**src/hdl/lcd_mode_timing_controller_core_defines.svh**
```systemverilog
// ----------------------------------------------------------------------------
// LCD mode timing controller: assertion macros
// Shared concurrent-check macros. Define NO_ASSERTIONS to compile them out.
// ----------------------------------------------------------------------------
`ifndef LCD_MODE_TIMING_CONTROLLER_CORE_DEFINES_SVH
`define LCD_MODE_TIMING_CONTROLLER_CORE_DEFINES_SVH

`ifndef NO_ASSERTIONS

// Same-cycle implication, checked on every rising edge of clk out of reset
`define LCDT_ASSERT_IMPL(name, ante, cons) \
    name: assert property (@(posedge clk) disable iff (!rst_n) (ante) |-> (cons)) \
        else $error("lcdt check failed");

// Next-cycle implication
`define LCDT_ASSERT_NEXT(name, ante, cons) \
    name: assert property (@(posedge clk) disable iff (!rst_n) (ante) |=> (cons)) \
        else $error("lcdt check failed");

`else

`define LCDT_ASSERT_IMPL(name, ante, cons)
`define LCDT_ASSERT_NEXT(name, ante, cons)

`endif

`endif

```
**src/hdl/lcdt_pkg.sv**
```systemverilog
// ----------------------------------------------------------------------------
// LCD mode timing controller package
// Types, timing constants and register codes shared by all modules.
// ----------------------------------------------------------------------------
package lcdt_pkg;

    // Display geometry
    localparam logic [9:0] DOTS_PER_LINE   = 10'd456;
    localparam logic [7:0] LINES_PER_FRAME = 8'd154;
    localparam logic [7:0] VISIBLE_LINES   = 8'd144;

    // Time advances in chunks of this many dots
    localparam logic [6:0] CHUNK_DOTS = 7'd80;

    // Mode boundaries within a line
    localparam logic [8:0] SEARCH_END = 9'd80;
    localparam logic [8:0] DRAW_END   = 9'd252;

    // Status register masks and reset values
    localparam logic [7:0] STAT_WRITABLE = 8'h78;
    localparam logic [7:0] STAT_KEPT     = 8'h87;
    localparam logic [7:0] CONTROL_RESET = 8'h91;

    // Status register bit positions
    localparam int STAT_COIN_EN   = 6;
    localparam int STAT_SEARCH_EN = 5;
    localparam int STAT_VBLANK_EN = 4;
    localparam int STAT_HBLANK_EN = 3;
    localparam int STAT_COIN      = 2;

    // Register offsets
    localparam logic [2:0] REG_CONTROL = 3'd0;
    localparam logic [2:0] REG_STATUS  = 3'd1;
    localparam logic [2:0] REG_LINE    = 3'd4;
    localparam logic [2:0] REG_COMPARE = 3'd5;

    // Status modes
    localparam logic [1:0] MODE_HBLANK = 2'd0;
    localparam logic [1:0] MODE_VBLANK = 2'd1;
    localparam logic [1:0] MODE_SEARCH = 2'd2;
    localparam logic [1:0] MODE_DRAW   = 2'd3;

    // Acknowledge kinds
    localparam logic ACK_STAT   = 1'b0;
    localparam logic ACK_VBLANK = 1'b1;

    typedef enum logic [1:0] {
        OP_TICK  = 2'd0,
        OP_WRITE = 2'd1,
        OP_READ  = 2'd2,
        OP_ACK   = 2'd3
    } lcdt_op_t;

    typedef enum logic [1:0] {
        ST_IDLE,
        ST_CHUNK,
        ST_FINISH
    } lcdt_state_t;

    // Controller to datapath
    typedef struct packed {
        logic load;
        logic step;
        logic finish;
    } lcdt_cmd_t;

    // Datapath to controller
    typedef struct packed {
        logic tick_start;
        logic last_chunk;
    } lcdt_stat_t;

endpackage

```
**src/hdl/lcdt_ctrl.sv**
```systemverilog
// ----------------------------------------------------------------------------
// LCD mode timing controller: sequencer
// State machine that loads a transaction, steps the dot chunks and hands the
// result to the output register.
// ----------------------------------------------------------------------------
`include "lcd_mode_timing_controller_core_defines.svh"

module lcdt_ctrl (
    input  logic               clk,
    input  logic               rst_n,
    input  logic               in_valid,
    output logic               in_stall,
    output logic               out_valid,
    input  logic               out_stall,
    input  lcdt_pkg::lcdt_stat_t stat,
    output lcdt_pkg::lcdt_cmd_t  cmd
);

    lcdt_pkg::lcdt_state_t state_reg, state_next;
    logic                  out_valid_reg, out_valid_next;
    logic                  slot_free;

    always_ff @(posedge clk or negedge rst_n)
    begin
        if (!rst_n)
        begin
            state_reg     <= lcdt_pkg::ST_IDLE;
            out_valid_reg <= 1'b0;
        end
        else
        begin
            state_reg     <= state_next;
            out_valid_reg <= out_valid_next;
        end
    end

    assign slot_free = !out_valid_reg || !out_stall;

    always_comb
    begin
        state_next = state_reg;
        cmd        = '0;
        in_stall   = 1'b1;
        unique case (state_reg)
            lcdt_pkg::ST_IDLE:
            begin
                in_stall = 1'b0;
                if (in_valid)
                begin
                    cmd.load   = 1'b1;
                    state_next = stat.tick_start ? lcdt_pkg::ST_CHUNK : lcdt_pkg::ST_FINISH;
                end
            end
            lcdt_pkg::ST_CHUNK:
            begin
                cmd.step = 1'b1;
                if (stat.last_chunk)
                begin
                    state_next = lcdt_pkg::ST_FINISH;
                end
            end
            lcdt_pkg::ST_FINISH:
            begin
                // hold until the output register can take the result
                if (slot_free)
                begin
                    cmd.finish = 1'b1;
                    state_next = lcdt_pkg::ST_IDLE;
                end
            end
            default:
            begin
                state_next = lcdt_pkg::ST_IDLE;
            end
        endcase
    end

    always_comb
    begin
        if (cmd.finish)
        begin
            out_valid_next = 1'b1;
        end
        else if (out_stall)
        begin
            out_valid_next = out_valid_reg;
        end
        else
        begin
            out_valid_next = 1'b0;
        end
    end

    assign out_valid = out_valid_reg;

    `LCDT_ASSERT_NEXT(a_accept_leaves_idle, in_valid && !in_stall,
        state_reg != lcdt_pkg::ST_IDLE)
    `LCDT_ASSERT_IMPL(a_finish_slot_free, cmd.finish, !(out_valid_reg && out_stall))
    `LCDT_ASSERT_NEXT(a_last_chunk_finishes,
        state_reg == lcdt_pkg::ST_CHUNK && stat.last_chunk,
        state_reg == lcdt_pkg::ST_FINISH)

endmodule

```
**src/hdl/lcdt_dp.sv**
```systemverilog
// ----------------------------------------------------------------------------
// LCD mode timing controller: datapath
// Dot and line counters, status/control/compare registers, interrupt flags,
// chunk arithmetic and the output register.
// ----------------------------------------------------------------------------
`include "lcd_mode_timing_controller_core_defines.svh"

module lcdt_dp (
    input  logic                 clk,
    input  logic                 rst_n,
    input  lcdt_pkg::lcdt_cmd_t  cmd,
    output lcdt_pkg::lcdt_stat_t stat,
    input  logic [1:0]           mode,
    input  logic [9:0]           dots_elapsed,
    input  logic [2:0]           reg_offset,
    input  logic [7:0]           write_data,
    input  logic                 ack_kind,
    output logic [7:0]           read_data,
    output logic                 stat_irq_pending,
    output logic                 vblank_irq_pending,
    output logic [1:0]           lcd_mode,
    output logic [7:0]           scan_line
);

    // Latched transaction
    lcdt_pkg::lcdt_op_t kind_reg;
    logic [9:0]         rem_reg;
    logic [2:0]         off_reg;
    logic [7:0]         data_reg;
    logic               ack_reg;

    // Architectural state
    logic [8:0] dot_reg, dot_next;
    logic [7:0] line_reg, line_next;
    logic [7:0] status_reg, status_next;
    logic [7:0] control_reg, control_next;
    logic [7:0] compare_reg, compare_next;
    logic       stat_pend_reg, stat_pend_next;
    logic       vblank_pend_reg, vblank_pend_next;

    // Output register
    logic [7:0] rd_out_reg;
    logic       stat_out_reg;
    logic       vblank_out_reg;
    logic [1:0] mode_out_reg;
    logic [7:0] line_out_reg;

    logic [6:0] chunk_add;
    logic [9:0] dot_sum;
    logic       wrap;
    logic [8:0] dot_wrapped;
    logic [7:0] line_inc;
    logic [7:0] rd_value;

    assign stat.tick_start = (lcdt_pkg::lcdt_op_t'(mode) == lcdt_pkg::OP_TICK)
                             && (dots_elapsed != 10'd0);
    assign stat.last_chunk = rem_reg < {3'd0, lcdt_pkg::CHUNK_DOTS};

    always_ff @(posedge clk)
    begin
        if (cmd.load)
        begin
            kind_reg <= lcdt_pkg::lcdt_op_t'(mode);
            rem_reg  <= dots_elapsed;
            off_reg  <= reg_offset;
            data_reg <= write_data;
            ack_reg  <= ack_kind;
        end
        else if (cmd.step && !stat.last_chunk)
        begin
            rem_reg <= rem_reg - {3'd0, lcdt_pkg::CHUNK_DOTS};
        end
    end

    // Chunk arithmetic: full chunks of 80, then the remainder
    assign chunk_add   = stat.last_chunk ? rem_reg[6:0] : lcdt_pkg::CHUNK_DOTS;
    assign dot_sum     = {1'b0, dot_reg} + {3'd0, chunk_add};
    assign wrap        = dot_sum >= lcdt_pkg::DOTS_PER_LINE;
    assign dot_wrapped = wrap ? 9'(dot_sum - lcdt_pkg::DOTS_PER_LINE) : dot_sum[8:0];
    assign line_inc    = (line_reg == lcdt_pkg::LINES_PER_FRAME - 8'd1) ? 8'd0
                                                                        : line_reg + 8'd1;

    always_comb
    begin
        dot_next         = dot_reg;
        line_next        = line_reg;
        status_next      = status_reg;
        control_next     = control_reg;
        compare_next     = compare_reg;
        stat_pend_next   = stat_pend_reg;
        vblank_pend_next = vblank_pend_reg;
        rd_value         = 8'd0;

        if (cmd.step)
        begin
            dot_next = dot_wrapped;
            if (wrap)
            begin
                line_next = line_inc;
                status_next[lcdt_pkg::STAT_COIN] = (line_inc == compare_reg);
                if (status_next[lcdt_pkg::STAT_COIN_EN] && status_next[lcdt_pkg::STAT_COIN])
                begin
                    stat_pend_next = 1'b1;
                end
            end

            // Mode transitions on the updated position
            if (line_next >= lcdt_pkg::VISIBLE_LINES)
            begin
                if (status_next[1:0] != lcdt_pkg::MODE_VBLANK)
                begin
                    status_next[1:0] = lcdt_pkg::MODE_VBLANK;
                    if (status_next[lcdt_pkg::STAT_VBLANK_EN])
                    begin
                        stat_pend_next = 1'b1;
                    end
                    vblank_pend_next = 1'b1;
                end
            end
            else if (dot_next <= lcdt_pkg::SEARCH_END)
            begin
                if (status_next[1:0] != lcdt_pkg::MODE_SEARCH)
                begin
                    if (status_next[lcdt_pkg::STAT_SEARCH_EN])
                    begin
                        stat_pend_next = 1'b1;
                    end
                    status_next[1:0] = lcdt_pkg::MODE_SEARCH;
                end
            end
            else if (dot_next <= lcdt_pkg::DRAW_END)
            begin
                status_next[1:0] = lcdt_pkg::MODE_DRAW;
            end
            else if (status_next[1:0] != lcdt_pkg::MODE_HBLANK)
            begin
                if (status_next[lcdt_pkg::STAT_HBLANK_EN])
                begin
                    stat_pend_next = 1'b1;
                end
                status_next[1:0] = lcdt_pkg::MODE_HBLANK;
            end
        end

        if (cmd.finish)
        begin
            unique case (kind_reg)
                lcdt_pkg::OP_WRITE:
                begin
                    unique case (off_reg)
                        lcdt_pkg::REG_CONTROL: control_next = data_reg;
                        lcdt_pkg::REG_STATUS:
                            status_next = (data_reg & lcdt_pkg::STAT_WRITABLE)
                                        | (status_reg & lcdt_pkg::STAT_KEPT);
                        lcdt_pkg::REG_COMPARE: compare_next = data_reg;
                        default: ;
                    endcase
                end
                lcdt_pkg::OP_READ:
                begin
                    unique case (off_reg)
                        lcdt_pkg::REG_CONTROL: rd_value = control_reg;
                        lcdt_pkg::REG_STATUS:  rd_value = status_reg;
                        lcdt_pkg::REG_LINE:    rd_value = line_reg;
                        lcdt_pkg::REG_COMPARE: rd_value = compare_reg;
                        default:               rd_value = 8'd0;
                    endcase
                end
                lcdt_pkg::OP_ACK:
                begin
                    if (ack_reg == lcdt_pkg::ACK_STAT)
                    begin
                        stat_pend_next = 1'b0;
                    end
                    else
                    begin
                        vblank_pend_next = 1'b0;
                    end
                end
                default: ;
            endcase
        end
    end

    always_ff @(posedge clk or negedge rst_n)
    begin
        if (!rst_n)
        begin
            dot_reg         <= 9'd0;
            line_reg        <= 8'd0;
            status_reg      <= 8'd0;
            control_reg     <= lcdt_pkg::CONTROL_RESET;
            compare_reg     <= 8'd0;
            stat_pend_reg   <= 1'b0;
            vblank_pend_reg <= 1'b0;
        end
        else
        begin
            dot_reg         <= dot_next;
            line_reg        <= line_next;
            status_reg      <= status_next;
            control_reg     <= control_next;
            compare_reg     <= compare_next;
            stat_pend_reg   <= stat_pend_next;
            vblank_pend_reg <= vblank_pend_next;
        end
    end

    always_ff @(posedge clk)
    begin
        if (cmd.finish)
        begin
            rd_out_reg     <= rd_value;
            stat_out_reg   <= stat_pend_next;
            vblank_out_reg <= vblank_pend_next;
            mode_out_reg   <= status_next[1:0];
            line_out_reg   <= line_next;
        end
    end

    assign read_data          = rd_out_reg;
    assign stat_irq_pending   = stat_out_reg;
    assign vblank_irq_pending = vblank_out_reg;
    assign lcd_mode           = mode_out_reg;
    assign scan_line          = line_out_reg;

    `LCDT_ASSERT_IMPL(a_dot_in_line, 1'b1, {1'b0, dot_reg} < lcdt_pkg::DOTS_PER_LINE)
    `LCDT_ASSERT_IMPL(a_line_in_frame, 1'b1, line_reg < lcdt_pkg::LINES_PER_FRAME)
    `LCDT_ASSERT_NEXT(a_vblank_mode_flag,
        cmd.step && line_next >= lcdt_pkg::VISIBLE_LINES
        && status_reg[1:0] != lcdt_pkg::MODE_VBLANK,
        vblank_pend_reg && status_reg[1:0] == lcdt_pkg::MODE_VBLANK)

endmodule

```
**src/hdl/lcd_mode_timing_controller_core.sv**
```systemverilog
// ----------------------------------------------------------------------------
// LCD mode timing controller core
// Dot/line timing, status mode and interrupt flags, register bus access.
// ----------------------------------------------------------------------------
//
//  Channel  Handshake            Payload
//  -------  -------------------  ----------------------------------------------
//  in       in_valid / in_stall  mode, dots_elapsed, reg_offset, write_data,
//                                ack_kind
//  out      out_valid/out_stall  read_data, stat_irq_pending, vblank_irq_pending,
//                                lcd_mode, scan_line
//
//  A tick transaction steps its dots through the shared chunk adder in full
//  80-dot chunks, then the remainder, and then finishes into the output
//  register. Register, read, acknowledge and zero-dot ticks go from accept
//  straight to the finish. No new transaction is accepted until the block
//  is back in idle.
//  Reset (rst_n low, asynchronous) returns counters, registers and flags to
//  their power-on values; control reads 0x91.
//  The output register holds a finished transaction while out_stall is high;
//  the next transaction is accepted meanwhile and waits in its finish state.
// ----------------------------------------------------------------------------
module lcd_mode_timing_controller_core (
    input  logic       clk,
    input  logic       rst_n,
    // input channel
    input  logic       in_valid,
    output logic       in_stall,
    input  logic [1:0] mode,
    input  logic [9:0] dots_elapsed,
    input  logic [2:0] reg_offset,
    input  logic [7:0] write_data,
    input  logic       ack_kind,
    // output channel
    output logic       out_valid,
    input  logic       out_stall,
    output logic [7:0] read_data,
    output logic       stat_irq_pending,
    output logic       vblank_irq_pending,
    output logic [1:0] lcd_mode,
    output logic [7:0] scan_line
);

    // command and status between sequencer and datapath
    lcdt_pkg::lcdt_cmd_t  cmd;
    lcdt_pkg::lcdt_stat_t stat;

    // Sequencer: accept, step chunks, finish into the output register
    lcdt_ctrl u_ctrl (
        .clk       (clk),
        .rst_n     (rst_n),
        .in_valid  (in_valid),
        .in_stall  (in_stall),
        .out_valid (out_valid),
        .out_stall (out_stall),
        .stat      (stat),
        .cmd       (cmd)
    );

    // Datapath: timing counters, registers, flags and result capture
    lcdt_dp u_dp (
        .clk                (clk),
        .rst_n              (rst_n),
        .cmd                (cmd),
        .stat               (stat),
        .mode               (mode),
        .dots_elapsed       (dots_elapsed),
        .reg_offset         (reg_offset),
        .write_data         (write_data),
        .ack_kind           (ack_kind),
        .read_data          (read_data),
        .stat_irq_pending   (stat_irq_pending),
        .vblank_irq_pending (vblank_irq_pending),
        .lcd_mode           (lcd_mode),
        .scan_line          (scan_line)
    );

endmodule

```
**config.mk**
```make
export PLATFORM = sky130hd
export DESIGN_NAME = lcd_mode_timing_controller_core
export DESIGN_NICKNAME = d
export VERILOG_FILES = /design/src/hdl/lcdt_pkg.sv /design/src/hdl/lcdt_ctrl.sv /design/src/hdl/lcdt_dp.sv /design/src/hdl/lcd_mode_timing_controller_core.sv
export VERILOG_INCLUDE_DIRS = /design/src /design/src/hdl
export SDC_FILE = /design/constraint.sdc
export NUM_CORES = 1
export LEC_CHECK = 0
export BUFFER_PORTS_ARGS = -buffer_cell sky130_fd_sc_hd__buf_2
export CAP_MARGIN = 20
export CORE_MARGIN = 2
export CORE_UTILIZATION = 30
export CTS_CLUSTER_SIZE = 10
export DETAILED_ROUTE_END_ITERATION = 7
export PLACE_DENSITY = 0.49
export SETUP_SLACK_MARGIN = 0.4
export SYNTH_ARGS = -nofsm -noshare
export SYNTH_HDL_FRONTEND = slang
export SYNTH_SLANG_ARGS = --single-unit
```
**constraint.sdc**
```tcl
create_clock -name clk -period 5.9 [get_ports clk]
set_clock_uncertainty 0.1 [all_clocks]
set_input_delay 0.295 -clock clk [delete_from_list [all_inputs] [get_ports clk]]
set_output_delay 0.295 -clock clk [all_outputs]
set_load 0.03 [all_outputs]
```
==> results of run 1 <==
## cells in the final DEF (no fill, tap or decap), types with 3 or more instances in the layout
master / count
a21o_1: 4
a21oi_1: 15
a311oi_1: 3
a31oi_1: 5
and2_1: 13
and3_1: 6
buf_2: 49
clkbuf_16: 9
dfrtp_1: 42
dfstp_2: 3
edfxtp_1: 44
ha_1: 11
inv_1: 17
mux2_2: 25
mux2i_1: 15
nand2_1: 35
nand2b_1: 9
nand3_1: 6
nand4_1: 3
nor2_1: 30
nor2b_1: 5
nor3_1: 7
nor4_1: 6
nor4_2: 3
o21ai_0: 24
o21ai_1: 3
o22ai_1: 6
o31ai_1: 4
or2_2: 3
or4_1: 3
xnor2_1: 12
xor2_1: 11
## layer usage
metal | track usage, % | routed length [um] | vias to the layer above | share of wire, %
met5 | 0 | 0 | - | 0
met4 | 5.50 | 177 | 0 | 1.6
met3 | 3.13 | 478 | 17 | 4.3
met2 | 19.2 | 4880 | 89 | 44
met1 | 18.9 | 5670 | 1703 | 51
li1 | - | - | 1732 | -
## power by group through the flow
stage / registers, uW / clock network (uW) / logic [uW]
6_report: 1080 / 521 / 1380
4_1_cts: 1090 / 535 / 1370
5_1_grt: 1110 / 562 / 1520
3_3_place_gp: 1090 / 0 / 1350
2_1_floorplan: 1130 / 0 / 975
3_5_place_dp: 1100 / 0 / 1370
## worst register-to-register path: stages (launching register included)
cell       delay, ns
edfxtp_1        0.41
inv_1           0.11
ha_1            0.18
nor2b_1         0.07
nor4_1          0.21
buf_4           0.22
and2_1          0.13
ha_1            0.19
inv_1           0.07
fa_1            0.41
nand2b_1        0.22
a21oi_1         0.22
a21o_1          0.24
ha_1            0.29
a31o_2          0.25
and4_1          0.19
nor4_1          0.40
a2111oi_0       0.18
a311oi_1        0.27
o31ai_1         0.11
## worst paths after layout
path / start / to / slack [ns]
max in group asynchronous: rst_n / u_dp.control_reg[4]$_DFFE_PN1P_ / 4.96
max: u_dp.rem_reg[4]$_DFFE_PP_ / u_dp.stat_irq_pending$_DFFE_PP_ / 1.17
min in group asynchronous: rst_n / u_dp.line_reg[2]$_DFF_PN0_ / 0.22
min: reg_offset[2] / u_dp.off_reg[2]$_DFFE_PP_ / 0.02
min reg2reg: u_dp.dot_reg[2]$_DFFE_PN0P_ / u_dp.dot_reg[2]$_DFFE_PN0P_ / 0.40
max reg2reg: u_dp.rem_reg[4]$_DFFE_PP_ / u_dp.stat_irq_pending$_DFFE_PP_ / 1.17
## metrics by stage
stage               hold WS [ns]  cells  instance area (um2)  total power [uW]  utilization [%]
floorplan                 -0.101    437                 4870              2100                -
global placement           0.373    690                 5350              2440             33.7
detailed placement         0.374    690                 5350              2460             33.7
CTS                      0.00783    706                 5610              2990             35.3
global route             0.00854    708                 5640              3190             35.5
finish                    0.0212    708                 5640              2980             35.5
## cell type report
| class | count | area [um2] |
|---|---|---|
| clock buffers | 11 | 233 |
| clock inverters | 5 | 30.0 |
| fillers | 1653 | 10200 |
| inverters | 17 | 63.8 |
| multi-input cells | 317 | 2300 |
| flip-flops and latches | 89 | 2450 |
| well taps | 216 | 270 |
| repair buffers | 53 | 290 |
## kinds of logic (layout without fill, tap and decap cells)
family                     Yosys count  in the layout
AOI/OAI and AO/OA                  102            102
buffers and inverters               31             86
xor gates and xnor gates            23             23
adders and majority gates           12             12
and+or+nand+nor                    139            139
muxes                               41             41
DFF                                 89             89
## repair_timing
| item | in CTS | in global routing |
|---|---|---|
| setup buffers | 0 | 0 |
| hold endpoints to repair | 0 | 42 |
| hold buffers | 0 | 1 |
==> flow_summary.ini, run 1 <==
[timing]
grt_setup_unrepaired = false
setup_violations = 0
timing.fmax_ghz = 0.211
min_period_ns = 4.73
layout_setup_ws_ns = 1.17
hold_viol = 0
min_period_over_period_pct = 80.2
slew_headroom_pct = 36.1
fin_tns_setup_ns = 0
tightest_slew_ns = 0.950
finalMaxSlewViolations = 0

[run]
maxCapViolCount = 0

[logic_synthesis]
synth_area_leader_cell = edfxtp_1
synth_top_cell_area_share_pct = 27.1
synth-compound-area-share_pct = 15.4
avgSynthCellArea_um2 = 11.1
synth_flop_cell = edfxtp_1
ys_seq_elements = 89
synth_fa_ha_area_share_pct = 3.24
ys_top_cells_by_count = 44 x edfxtp_1, 42 x dfrtp_1, 35 x nand2_1
synthArstFlopShare_pct = 50.6
synth_cell_type_count = 71
ys_seq_area_share_pct = 50.4
synth_nets = 477
netlist_top_cells_area = edfxtp_1 27%, dfrtp_1 22%, mux2_2 5.8%
yosysMostFrequentCell = edfxtp_1
synthSimpleGateAreaFrac_pct = 15.1
synth_enable_flop_cells = 44
synth_top_family_by_area = compound AO/OA/AOI/OAI gates
ys_warn_count = 0
syn-instance-count = 437
synthXorXnorAreaFrac_pct = 4.14
netlist_area_um2 = 4870
synth_mux_area_share_pct = 9.33

[detailed_routing]
drcViolationCount = 0
viasPerCell = 5.00
wl_per_cell_um = 15.8
drt_iter0_drc = 234
vias = 3541
drt_pass1_iterations = 4
routed_wirelength_um = 11200
ant_nets = 0

[global_route]
grt_usage_pct = 13.2
grt_pass1_vias = 3411
grt_max_degree = 46
grt_pass1_wl_um = 18200
grt_overflow = 0
antenna_found_initial = 0

[power]
power_frac_seq_pct = 36.2
internal_power_uw = 1720
p_clk_share_pct = 17.5
pwr-share-comb_pct = 46.3
p_per_area_nw_per_um2 = 529
irDropWorstVdd_mv = 0.154
power.share.switching_pct = 42.4
power.leakage_uw = 0.00229
net-switching-power_uw = 1270

[setup_path]
crit_path_frequent_cell = ha_1
crit_buf_inv = 3
crit_cells = 19
crit_path_cell_trace = inv_1 -> ha_1 -> nor2b_1 -> nor4_1 -> buf_4 -> and2_1 -> ha_1 -> inv_1 -> fa_1 -> nand2b_1 -> a21oi_1 -> a21o_1 -> ha_1 -> a31o_2 -> and4_1 -> nor4_1 -> a2111oi_0 -> a311oi_1 -> o31ai_1
crit_path_start_kind = flip-flop
crit_family = compound AO/OA/AOI/OAI gates
cp.arrival_ns = 4.71
critPathMaxStageDelay_ns = 0.41
crit_type = reg2reg
required_ns = 5.88
reg2reg_depth = 19
crit_fanout = 10
endpoint_kind = flip-flop
critPathSlowestCell = edfxtp_1

[clock_network]
cts.repair.resized = 0
cts.path.max_buffers = 2
clk_latency_ns = 0.34
cts-root-buf = clkbuf_16
cts_tree = yes
cts.sinks = 89
clk_pin_slew_worst_paths_ns = 0.07
numCtsBuffers = 9
htreeDepth = 3

[floorplanning]
start_util_pct = 30.6
die_y_um = 131
io_pins = 50
fp.coreArea_um2 = 15900
dieArea_um2 = 17300
die_x_um = 131
rows = 46

[layout]
final_nets = 527
area_growth_pct = 15.9
layout-drive-gt1-share_pct = 22.8
largest_reg_flops = 10
insertedDiodeCount = 0

[min_path]
hp-class = in2reg
whs_path_depth = 1

[placed_design]
port_buffers = 49
dp_hpwl_um = 8340
place_ws_ns = 1.25
gp_congestion = 0.881

[status]
status = finished clean
No activity file was read; power rests on OpenSTA's default activity.
==> run 2, diff against run 1 <==
--- a/config.mk
+++ b/config.mk
@@ -6,13 +6,14 @@
 export SDC_FILE = /design/constraint.sdc
 export NUM_CORES = 1
 export LEC_CHECK = 0
+export ABC_AREA = 1
 export BUFFER_PORTS_ARGS = -buffer_cell sky130_fd_sc_hd__buf_2
 export CAP_MARGIN = 20
 export CORE_MARGIN = 2
 export CORE_UTILIZATION = 30
 export CTS_CLUSTER_SIZE = 10
 export DETAILED_ROUTE_END_ITERATION = 7
-export PLACE_DENSITY = 0.49
+export PLACE_DENSITY = 0.51
 export SETUP_SLACK_MARGIN = 0.4
 export SYNTH_ARGS = -nofsm -noshare
 export SYNTH_HDL_FRONTEND = slang
==> constraint.sdc (replaced) <==
create_clock -name clk -period 3.9 [get_ports clk]
set_clock_uncertainty 0.1 [all_clocks]
set_input_delay 0.195 -clock clk [delete_from_list [all_inputs] [get_ports clk]]
set_output_delay 0.195 -clock clk [all_outputs]
set_load 0.03 [all_outputs]
==> flow_summary.ini, run 2 <==
[detailed_routing]
drt_pass1_iterations = 5
vias = 3907
drt_iter0_drc = 209
wl_per_cell_um = 13.2
met3_length_um = 527
met1_length_um = 5710
routed_wirelength_um = 11300
viasPerCell = 4.54
ant_nets = 0
drcViolationCount = 0
wl_met2_um = 5050
route.top_layer_used = met4

[logic_synthesis]
synthArstFlopShare_pct = 50.6
yosysMostFrequentCell = nand2_1
synth_cell_type_count = 44
netlist_top_cells_area = edfxtp_1 28%, dfrtp_1 22%, nand2_1 12%
synth_top_cell_area_share_pct = 28.0
syn-instance-count = 553
ys_top_cells_by_count = 145 x nand2_1, 88 x inv_1, 48 x o21ai_0
synth_area_leader_cell = edfxtp_1
netlist_area_um2 = 4710
ys_warn_count = 0
ys_seq_elements = 89
synth_flop_cell = edfxtp_1
ys_seq_area_share_pct = 52.0
synth_enable_flop_cells = 44
avgSynthCellArea_um2 = 8.53
synth_nets = 593

[layout]
layout-drive-gt1-share_pct = 25.7
mostFrequentLayoutCells = 126 x nand2_1, 80 x inv_1, 49 x buf_2
final_common_cell = nand2_1
area_growth_pct = 29.0
largest_reg_flops = 10
final_nets = 684
insertedDiodeCount = 0

[floorplanning]
fp.coreArea_um2 = 15300
io_pins = 50
start_util_pct = 30.9
dieArea_um2 = 16700
rows = 45
die_y_um = 129
die_x_um = 129

[clock_network]
htreeDepth = 3
cts.path.max_buffers = 2
cts-root-buf = clkbuf_16
cts.sinks = 89
cts_tree = yes
numCtsBuffers = 9
clk_pin_slew_worst_paths_ns = 0.06
clk_latency_ns = 0.33

[timing]
min_period_ns = 3.64
grt_setup_unrepaired = true
setup_violations = 0
fin_tns_setup_ns = 0
hold_viol = 0
layout_setup_ws_ns = 0.259
min_period_over_period_pct = 93.4
timing.fmax_ghz = 0.275
finalMaxSlewViolations = 0
hold_ws_ns = 0.0434
slew_headroom_pct = 30.4
tightest_slew_ns = 1.04

[power]
power.leakage_uw = 0.00280
irDropWorstVdd_mv = 0.395
p_per_area_nw_per_um2 = 842

[global_route]
grt_pass1_vias = 3676
grt_overflow = 0
grt_max_degree = 46
antenna_found_initial = 0
grt_usage_pct = 13.8
grt_pass1_wl_um = 18200

[run]
maxCapViolCount = 0

[setup_path]
crit_fanout = 7
crit_path_start_kind = flip-flop
crit_family = simple AND/OR/NAND/NOR gates
endpoint_kind = flip-flop
required_ns = 3.98
cp.arrival_ns = 3.72
crit_path_frequent_cell = nand2_1
crit_buf_inv = 7
critPathSlowestCell = edfxtp_1
crit_type = reg2reg
critPathMaxStageDelay_ns = 0.36
ff2ff_setup_slack_ns = 0.26

[placed_design]
gp_congestion = 0.837
port_buffers = 49
dp_hpwl_um = 7990
place_ws_ns = 0.0778

[status]
status = finished clean

[min_path]
hp-class = in2reg
-- run 2: cell types whose count changed after synthesis, sizes merged, moves of 8 or more --
| cell | before | now |
|---|---|---|
| nand2 | 35 | 155 |
| mux2 | 25 | 0 |
| inv | 17 | 91 |
| nor4 | 9 | 1 |
| o21ai | 28 | 53 |
| xnor2 | 12 | 1 |
| nand3 | 6 | 41 |
| mux2i | 15 | 0 |
| nand2b | 9 | 0 |
| nor2 | 30 | 44 |
| and2 | 13 | 1 |
-- run 2: cell type report --
cell class,instances,area (um2)
Tap cell,211,264
Sequential cell,89,2450
Clock buffer,12,258
Multi-Input combinational cell,366,2130
Inverter,93,354
Timing Repair Buffer,85,578
Fill cell,1541,9180
Clock inverter,4,48.8
-- run 2: kinds of logic after synthesis --
kind of cell / count (synthesis) / synth area share [%]
and+or+nand+nor: 264 / 25.1
AOI/OAI and AO/OA: 81 / 9.85
DFF: 89 / 52.0
xor gates and xnor gates: 8 / 1.49
adders and majority gates: 12 / 3.34
buffers and inverters: 99 / 8.28
-- run 2: repair_timing --
| item | in CTS | in global routing |
|---|---|---|
| endpoints found under the hold margin | 52 | 0 |
| setup buffers | 14 | 3 |
| pin swaps | 23 | 3 |
| gates resized for setup | 25 | 29 |
| hold buffers | 15 | 0 |
| cloned | 1 | 0 |
| setup endpoints to repair | 22 | 23 |
-- run 2: path summary, 6_finish.rpt --
kind	to	start	cells past startpoint
min reg2reg	u_dp.control_reg[3]$_DFFE_PN0P_	u_dp.control_reg[3]$_DFFE_PN0P_	2
max	u_dp.stat_irq_pending$_DFFE_PP_	u_dp.rem_reg[4]$_DFFE_PP_	28
max in group asynchronous	u_dp.control_reg[4]$_DFFE_PN1P_	rst_n	3
max reg2reg	u_dp.stat_irq_pending$_DFFE_PP_	u_dp.rem_reg[4]$_DFFE_PP_	28
min	u_ctrl.out_valid$_DFFE_PN0P_	out_stall	3
min in group asynchronous	u_dp.line_reg[5]$_DFF_PN0_	rst_n	2
-- run 2: tightest hold or removal path, delay by kind of cell --
kind	cells	cell delay, ns
simple gates	2	0.17
buf+inv	1	0.08
-- run 2: power by group --
group | leakage (uW) | internal [uW] | switching [uW]
registers | 0.000999 | 1410 | 241
logic | 0.00165 | 958 | 1640
clock network | 0.000152 | 536 | 342
-- run 2: stage by stage --
step | area (um2) | total power [uW] | utilization, % | cells
2_1_floorplan | 4750 | 3270 | - | 553
3_3_place_gp | 5250 | 3740 | 34.4 | 810
3_5_place_dp | 5250 | 3760 | 34.4 | 810
4_1_cts | 5930 | 4930 | 38.9 | 856
5_1_grt | 6080 | 5510 | 39.9 | 860
6_report | 6080 | 5120 | 39.9 | 860
-- run 2: routing by layer --
layer  vias to the layer above  track usage (%)
met1                      1798             19.7
met3                         2             2.60
met2                       107             21.7
li1                       2000                -
met4                         0             3.84
met5                         -                0
